$ cat src/design/sspf_pkg.sv
// ----------------------------------------------------------------------------
// sspf_pkg
// shared types and constants of the soft-start pwm driver with fault count
// ----------------------------------------------------------------------------
package sspf_pkg;

  typedef enum logic [1:0] {
    CmdSlowTick = 2'd0,
    CmdSlotTick = 2'd1,
    CmdArm      = 2'd2
  } cmd_e;

  localparam logic [14:0] FaultCap     = 15'd30000;
  localparam logic [14:0] FaultBlock   = 15'd10;
  localparam logic [31:0] CheckMinDuty = 32'd20;
  localparam int unsigned CheckOffset  = 2;
  localparam logic [15:0] RampMask     = 16'h0003;
  localparam logic [15:0] BlankMask    = 16'h00FF;
  localparam int unsigned DutyReset    = 5;

  typedef struct packed {
    logic [1:0]  command;
    logic [1:0]  run_mode;
    logic [15:0] target_level;
    logic        out_sense;
    logic        diag_level;
    logic [7:0]  delay_value;
  } item_t;

  typedef struct packed {
    logic        pwm_out;
    logic [15:0] duty_level;
    logic [14:0] fault_total;
    logic        output_blocked;
  } result_t;

endpackage

$ cat src/design/soft_start_pwm_with_fault_count.sv
// ----------------------------------------------------------------------------
// soft_start_pwm_with_fault_count
// soft-start pwm driver for one load switch with saturating load-fault count
// ----------------------------------------------------------------------------
// usage
//   input channel: in_valid_i / in_stall_o with command, run mode, target
//   level, output sense, diagnostic level and delay value; an item is taken
//   at a clock edge with in_valid_i high and in_stall_o low
//   command 0 is the slow tick, 1 the pwm slot tick, 2 arms the blanking
//   delay; code 3 changes nothing and reports the present state
//   output channel: out_valid_o / out_stall_i, one result per item with the
//   drive level, duty level, fault total and output-blocked flag
//   path: a taken item waits in the input register, then the state update
//   writes its result into the result register, which drives the outputs
//   throughput: one item per cycle while the output is not stalled, with the
//   state update done between the input register and the result register
//   receiver stall: the result register holds; the input register still
//   takes an item while the result register is empty or draining, so the
//   input stalls only when both stages are full and the output is stalled
//   reset: asynchronous, active low; duty starts at five, all counters,
//   blanking and drive level at zero, both stages empty
// ----------------------------------------------------------------------------
module soft_start_pwm_with_fault_count import sspf_pkg::*; #(
  parameter int unsigned SLOT_BITS = 8,
  parameter int unsigned DUTY_BITS = 16
) (
  input  logic        clk_i,
  input  logic        rst_ni,
  // input channel
  input  logic        in_valid_i,
  output logic        in_stall_o,
  input  logic [1:0]  command_i,
  input  logic [1:0]  run_mode_i,
  input  logic [15:0] target_level_i,
  input  logic        out_sense_i,
  input  logic        diag_level_i,
  input  logic [7:0]  delay_value_i,
  // output channel
  output logic        out_valid_o,
  input  logic        out_stall_i,
  output logic        pwm_out_o,
  output logic [15:0] duty_level_o,
  output logic [14:0] fault_total_o,
  output logic        output_blocked_o
);

  item_t   in_item;
  item_t   held_item;
  logic    held_valid;
  logic    out_ready;
  logic    advance;
  result_t step_result;
  result_t out_result;

  assign in_item.command      = command_i;
  assign in_item.run_mode     = run_mode_i;
  assign in_item.target_level = target_level_i;
  assign in_item.out_sense    = out_sense_i;
  assign in_item.diag_level   = diag_level_i;
  assign in_item.delay_value  = delay_value_i;

  // the held item updates the state exactly when it moves into the result register
  assign advance = held_valid && out_ready;

  sspf_in_reg u_in_reg (
    .clk_i    (clk_i),
    .rst_ni   (rst_ni),
    .valid_i  (in_valid_i),
    .stall_o  (in_stall_o),
    .item_i   (in_item),
    .valid_o  (held_valid),
    .advance_i(advance),
    .item_o   (held_item)
  );

  sspf_core #(
    .SLOT_BITS(SLOT_BITS),
    .DUTY_BITS(DUTY_BITS)
  ) u_core (
    .clk_i   (clk_i),
    .rst_ni  (rst_ni),
    .step_i  (advance),
    .item_i  (held_item),
    .result_o(step_result)
  );

  sspf_out_reg u_out_reg (
    .clk_i   (clk_i),
    .rst_ni  (rst_ni),
    .valid_i (held_valid),
    .ready_o (out_ready),
    .result_i(step_result),
    .valid_o (out_valid_o),
    .stall_i (out_stall_i),
    .result_o(out_result)
  );

  assign pwm_out_o        = out_result.pwm_out;
  assign duty_level_o     = out_result.duty_level;
  assign fault_total_o    = out_result.fault_total;
  assign output_blocked_o = out_result.output_blocked;

endmodule

$ cat src/design/sspf_in_reg.sv
// ----------------------------------------------------------------------------
// sspf_in_reg
// input register stage, takes one item per cycle while empty or when the next stage moves
// ----------------------------------------------------------------------------
module sspf_in_reg import sspf_pkg::*; (
  input  logic  clk_i,
  input  logic  rst_ni,
  input  logic  valid_i,
  output logic  stall_o,
  input  item_t item_i,
  output logic  valid_o,
  input  logic  advance_i,
  output item_t item_o
);

  logic  valid_q;
  item_t item_q;

  // free when empty or when the held item moves on this cycle
  assign stall_o = valid_q && !advance_i;

  always_ff @(posedge clk_i or negedge rst_ni) begin
    if (!rst_ni) begin
      valid_q <= 1'b0;
    end else if (!stall_o) begin
      valid_q <= valid_i;
    end
  end

  always_ff @(posedge clk_i) begin
    if (valid_i && !stall_o) begin
      item_q <= item_i;
    end
  end

  assign valid_o = valid_q;
  assign item_o  = item_q;

endmodule

$ cat src/design/sspf_core.sv
// ----------------------------------------------------------------------------
// sspf_core
// driver state and its update for one item, result taken from the new state
// ----------------------------------------------------------------------------
module sspf_core import sspf_pkg::*; #(
  parameter int unsigned SLOT_BITS = 8,
  parameter int unsigned DUTY_BITS = 16
) (
  input  logic    clk_i,
  input  logic    rst_ni,
  input  logic    step_i,
  input  item_t   item_i,
  output result_t result_o
);

  localparam logic [DUTY_BITS-1:0] DutyInit = DUTY_BITS'(DutyReset);
  localparam logic [DUTY_BITS-1:0] DutyOff  = DUTY_BITS'(CheckOffset);

  logic [15:0]          tick_q, tick_d;
  logic [DUTY_BITS-1:0] duty_q, duty_d;
  logic [SLOT_BITS-1:0] slot_q, slot_d;
  logic [7:0]           blank_q, blank_d;
  logic [14:0]          fault_q, fault_d;
  logic                 drive_q, drive_d;

  logic [31:0]          goal_ext;
  logic [DUTY_BITS-1:0] goal;
  logic [31:0]          duty_ext;
  logic [31:0]          slot_ext;
  logic [31:0]          check_ext;
  logic [31:0]          duty_out_ext;

  assign goal_ext     = 32'(item_i.target_level >> 2);
  assign goal         = goal_ext[DUTY_BITS-1:0];
  assign duty_ext     = 32'(duty_q);
  assign slot_ext     = 32'(slot_d);
  assign check_ext    = 32'(duty_q - DutyOff);
  assign duty_out_ext = 32'(duty_d);

  always_comb begin
    tick_d  = tick_q;
    duty_d  = duty_q;
    slot_d  = slot_q;
    blank_d = blank_q;
    fault_d = fault_q;
    drive_d = drive_q;
    case (cmd_e'(item_i.command))
      CmdSlowTick: begin
        tick_d = tick_q + 16'd1;
        if ((tick_d & BlankMask) == 16'd0 && blank_q != 8'd0) begin
          blank_d = blank_q - 8'd1;
        end
        if ((tick_d & RampMask) == 16'd0) begin
          if (!item_i.run_mode[0]) begin
            // ramp down, stop at zero
            if (duty_q != '0) begin
              duty_d = duty_q - DUTY_BITS'(1);
            end
          end else if (duty_q < goal) begin
            duty_d = duty_q + DUTY_BITS'(1);
          end else if (duty_q > goal) begin
            duty_d = duty_q - DUTY_BITS'(1);
          end
        end
      end
      CmdSlotTick: begin
        slot_d = slot_q + SLOT_BITS'(1);
        // load check two slots before the falling edge, once blanking is over
        if (blank_q == 8'd0 && duty_ext > CheckMinDuty && slot_ext == check_ext &&
            item_i.out_sense && !item_i.diag_level && fault_q < FaultCap) begin
          fault_d = fault_q + 15'd1;
        end
        if (fault_d < FaultBlock) begin
          drive_d = slot_ext < duty_ext;
        end else begin
          drive_d = 1'b0;
        end
      end
      CmdArm: begin
        blank_d = item_i.delay_value;
      end
      default: begin
      end
    endcase
  end

  always_ff @(posedge clk_i or negedge rst_ni) begin
    if (!rst_ni) begin
      tick_q  <= 16'd0;
      duty_q  <= DutyInit;
      slot_q  <= '0;
      blank_q <= 8'd0;
      fault_q <= 15'd0;
      drive_q <= 1'b0;
    end else if (step_i) begin
      tick_q  <= tick_d;
      duty_q  <= duty_d;
      slot_q  <= slot_d;
      blank_q <= blank_d;
      fault_q <= fault_d;
      drive_q <= drive_d;
    end
  end

  assign result_o.pwm_out        = drive_d;
  assign result_o.duty_level     = duty_out_ext[15:0];
  assign result_o.fault_total    = fault_d;
  assign result_o.output_blocked = fault_d >= FaultBlock;

endmodule

$ cat src/design/sspf_out_reg.sv
// ----------------------------------------------------------------------------
// sspf_out_reg
// result register, holds a result while the receiver stalls
// ----------------------------------------------------------------------------
module sspf_out_reg import sspf_pkg::*; (
  input  logic    clk_i,
  input  logic    rst_ni,
  input  logic    valid_i,
  output logic    ready_o,
  input  result_t result_i,
  output logic    valid_o,
  input  logic    stall_i,
  output result_t result_o
);

  logic    valid_q;
  result_t result_q;

  assign ready_o = !valid_q || !stall_i;

  always_ff @(posedge clk_i or negedge rst_ni) begin
    if (!rst_ni) begin
      valid_q <= 1'b0;
    end else if (ready_o) begin
      valid_q <= valid_i;
    end
  end

  always_ff @(posedge clk_i) begin
    if (valid_i && ready_o) begin
      result_q <= result_i;
    end
  end

  assign valid_o  = valid_q;
  assign result_o = result_q;

endmodule

$ cat config.mk
export PLATFORM = sky130hd
export DESIGN_NAME = soft_start_pwm_with_fault_count
export DESIGN_NICKNAME = d
export VERILOG_FILES = /design/src/design/sspf_pkg.sv /design/src/design/soft_start_pwm_with_fault_count.sv /design/src/design/sspf_in_reg.sv /design/src/design/sspf_core.sv /design/src/design/sspf_out_reg.sv
export SDC_FILE = /design/constraint.sdc
export NUM_CORES = 1
export LEC_CHECK = 0
export BUFFER_PORTS_ARGS = -buffer_cell sky130_fd_sc_hd__buf_2
export CAP_MARGIN = 25
export CORE_MARGIN = 2
export CORE_UTILIZATION = 55
export DETAILED_ROUTE_END_ITERATION = 10
export MAX_ROUTING_LAYER = met4
export PLACE_DENSITY = 0.75
export REMOVE_ABC_BUFFERS = 1
export SETUP_SLACK_MARGIN = 0.2
export SLEW_MARGIN = 5
export SYNTH_ARGS = -nofsm -noshare
export SYNTH_HDL_FRONTEND = slang
export SYNTH_SLANG_ARGS = --single-unit
$ cat constraint.sdc
create_clock -name clk_i -period 5.9 [get_ports clk_i]
set_clock_uncertainty 0.05 [all_clocks]
set_input_delay 0.295 -clock clk_i [delete_from_list [all_inputs] [get_ports clk_i]]
set_output_delay 0.295 -clock clk_i [all_outputs]
set_load 0.1 [all_outputs]
==> results list <==
- Number of CTS-inserted buffers: 17
- Setup violations remaining at the end of the flow were counted as 0.
- The clock drives 118 sinks.
- Clock Pin Slew Worst Setup and Hold Paths: 60 ps
- Post-synthesis instance total: 796
- Setup TNS Final: 0 ps
- In this run, the combinational gates consume 31.2% of the power.
* Largest buffer count on any clock path: 2
* Maximum ir drop on the vdd rail: 0.265 mV
* Slowest stage cell, crit path: sky130_fd_sc_hd__or4_1
* Post-route DRC violation count: 0
- Via Count: 6472
* Endpoint arrival time on the critical path: 4740 ps
- Clock group share of total power: 30.7%
- In this run, flip-flops and latches consume 38.1% of the power.
- STA classifies the critical path startpoint as a register.
- The final number of max-transition violations came to 0.
* Wire length of the first global-routing pass: 29400 um
- Setup repair after global routing left no endpoint under its margin.
* Max incr delay on CP: 950 ps
- The synthesized design spends more area on one cell type than any other, namely sky130_fd_sc_hd__edfxtp_1.
- Hold timing on the final database bottoms out at a slack of -16.4 ps.
- Counting both buffers and inverters, the worst setup path holds a total of 0.
- The final reports fail on hold timing.
- After legalization and detailed placement, the total HPWL measured 12200 um.
- The synthesized design devotes to its leading area cell type 24.1% of total area.
- Inserted Diodes: 0
- The analysis attributes to cell leakage a power of 3.54 nW.
* Headroom to the max-slew limit: 31.0%
* Grt ovf: 0
* Fillcell total: 1091
- sky130_fd_sc_hd__nor2_1 is the most common cell in the netlist.
- The worst path in the final design needs a cycle of 4640 ps, including I/O delays and setup.
* CP Class: reg2reg
* Largest net degree at the start of global routing: 59
- The detailed router finished its first iteration with 654 violations.
- The congestion estimate from routability-driven global placement came to 0.915.
* Flip-flop and latch count after synthesis: 118
- Total number of cells along the worst setup path: 9
* Seq/Total Area, Yosys: 43.6%
- Number of antenna violations at the first check in global routing: 0
- The setup check on the worst reg-to-reg path leaves a slack of 1260 ps.
* Area of the die: 14500 um2
* Proportion of total power due to net switching: 38.7%
- Latest clock arrival within the worst-skew pair: 420 ps
- The floorplan has 42 rows.
* Number of global-route vias before repair: 5973
- Once detail routing completed, the nets flagged for antenna violations numbered 0.
- After detailed routing, the average wire length per cell comes to 17.7 um.
- Switching power: 1.17 mW
* Post-layout net count: 927
* Die width: 121 um
- For the worst flop-to-flop path, the logic depth is 9.
* Port bufs: 65
* Worst path top cell family by delay: simple AND/OR/NAND/NOR gates
- For this run, the leading register cell type out of synthesis is sky130_fd_sc_hd__edfxtp_1.
- Cell type with the highest occurrence count on the critical path: sky130_fd_sc_hd__or4_1
- Deepest level of the CTS H-tree: 4
* Fraction of registers with async set or reset after synthesis: 49.2%
* Number of enable-type register cells in the synthesized netlist: 60
- STA classifies the critical path endpoint as a register.
- After synthesis, the most frequently instantiated cells are sky130_fd_sc_hd__nor2_1 (75), sky130_fd_sc_hd__nand2_1 (64), sky130_fd_sc_hd__edfxtp_1 (60).
- CP cell instances: or4_1, o31a_1, nor3_1, a21oi_1, or4_1, nor4_2, mux2_2, nor4_1, o211ai_1
- Run status: finished with violations
* Class of the worst hold path: in2async
* Internal power summed over all cells: 1.86 mW
* Achievable clock frequency: 0.215 GHz
- The total count of hold-check failures in the final report came to 2.
* Number of violations of the max-capacitance limit: 0
- Global routing consumed, over all layers together, 26.7% of the routing resources.
- At the pin with the least slew margin, the transition time is 1030 ps.
- Wire length after detailed routing: 18600 um
- In the routed layout, each cell is associated on average with a via count of 6.16.
- End-of-flow core utilization: 65.6%
- Vertical die dimension: 121 um
* Post-CTS sizing: 0
* Core footprint: 13200 um2
* First drt pass iteration count: 6
* Number of placed I/O pins: 69
- Ys Warns: 0
- In this run, distinct cell masters in the synthesized netlist total 76.
- Power spread over the standard cell area amounts to 349 nW/um2.
* Required time worst endpoint: 6000 ps
- The mapped netlist covers 7470 um2.
- The initial utilization of the core area, before any placement, comes to 56.4%.
* Largest cells by area after synthesis: sky130_fd_sc_hd__edfxtp_1 (24%), sky130_fd_sc_hd__dfrtp_1 (19%), sky130_fd_sc_hd__ha_1 (5.4%), sky130_fd_sc_hd__xnor2_1 (4.9%), sky130_fd_sc_hd__nor2_1 (3.8%)
* Proportion of layout cells with a drive suffix above 1: 15.1%
- Each instance of the synthesized netlist takes up on average 9.38 um2.
- TritonCTS built the clock tree.
* Synthesis-to-finish area growth: 16.3%
- Largest fanout on the critical path: 25
- In this run the clock root is driven by a sky130_fd_sc_hd__clkbuf_16.
- The final critical path takes up 78.7% of the cycle.
[placed cells by master, fill, tap and decap left out, types with 17 or more instances in the layout]
master and instances:
sky130_fd_sc_hd__dlygate4sd3_1 23, sky130_fd_sc_hd__edfxtp_1 60, sky130_fd_sc_hd__xnor2_1 42, sky130_fd_sc_hd__nand3_1 29
sky130_fd_sc_hd__nand2_1 64, sky130_fd_sc_hd__xor2_1 22, sky130_fd_sc_hd__dfrtp_1 56, sky130_fd_sc_hd__a21oi_1 27
sky130_fd_sc_hd__nor2_1 75, sky130_fd_sc_hd__nor3_1 30, sky130_fd_sc_hd__inv_1 31, sky130_fd_sc_hd__o21ai_0 45
sky130_fd_sc_hd__clkbuf_16 17, sky130_fd_sc_hd__buf_2 65, sky130_fd_sc_hd__ha_1 32
[path summary, 6_finish.rpt]
| check | endpoint | from |
|---|---|---|
| worst max-delay path | u_out_reg.result_o[0]$_DFFE_PP_ | u_core.duty_q[7]$_DFFE_PN0P_ |
| worst min-delay path | u_core.duty_q[14]$_DFFE_PN0P_ | rst_ni |
| worst max register to register | u_out_reg.result_o[0]$_DFFE_PP_ | u_core.duty_q[7]$_DFFE_PN0P_ |
| worst min register to register | u_core.drive_q$_DFFE_PN0P_ | u_core.drive_q$_DFFE_PN0P_ |
| max in group asynchronous | u_core.duty_q[12]$_DFFE_PN0P_ | rst_ni |
| min in group clk_i | u_in_reg.item_o[24]$_DFFE_PP_ | target_level_i[14] |
[power groups by stage]
stage          registers, mW  logic (mW)  clock network, mW
2_1_floorplan           1.31       0.532                  0
3_3_place_gp            1.16       0.879                  0
3_5_place_dp            1.17       0.913                  0
4_1_cts                 1.15       0.932              0.936
5_1_grt                 1.17        1.04              0.975
6_report                1.16       0.945              0.930
[area by class of cell]
type	instances	area, um2	share of cell area (%)
multi-input cells	591	3880	44.7
flip-flops and latches	118	3260	37.5
repair buffers	100	671	7.72
clock buffers	17	425	4.90
well taps	176	220	2.54
inverters	33	124	1.43
clock inverters	15	110	1.27
[metal layers]
| layer | GRT usage (%) | vias to the layer above | wire length, um |
|---|---|---|---|
| met1 | 36.3 | 3042 | 8210 |
| met4 | 11.3 | 0 | 470 |
| met2 | 39.8 | 316 | 8410 |
| li1 | - | 3062 | - |
| met3 | 4.81 | 52 | 1460 |
| met5 | - | - | 0 |
[state kept, by name, summed over array words and instances (netlist names)]
signal              cells
u_core.slot_q           8
u_core.drive_q          1
u_core.fault_q         15
u_core.duty_q          16
u_out_reg.valid_o       1
u_in_reg.item_o        27
u_core.tick_q           8
u_in_reg.valid_o        1
u_core.blank_q          8
u_out_reg.result_o     33
[cells by family after synthesis]
group	Yosys count	share of synthesized area, %
muxes	9	1.34
adders and majority gates	32	5.36
and+or+nand+nor	303	20.8
xor gates and xnor gates	65	7.81
AOI/OAI and AO/OA	182	16.7
buffers and inverters	87	4.46
DFF	118	43.6
[metrics by stage]
| step | setup slack [ps] | total power [mW] | hold WS (ps) | area, um2 | instances |
|---|---|---|---|---|---|
| after detailed placement | 1360 | 2.08 | 423 | 7860 | 991 |
| after global routing | 1140 | 3.18 | 3.66 | 8680 | 1050 |
| after floorplan | 1590 | 1.84 | -50.6 | 7260 | 742 |
| final | 1260 | 3.03 | -16.4 | 8680 | 1050 |
| after CTS | 1360 | 3.02 | 2.68 | 8620 | 1045 |
| after global placement | 1410 | 2.04 | 421 | 7860 | 991 |
[what timing repair did]
| action | CTS | global route |
|---|---|---|
| setup buffers | 0 | 0 |
| endpoints found under the hold margin | 22 | 1 |
| hold buffers | 22 | 1 |
No activity file was read; power rests on OpenSTA's default activity.
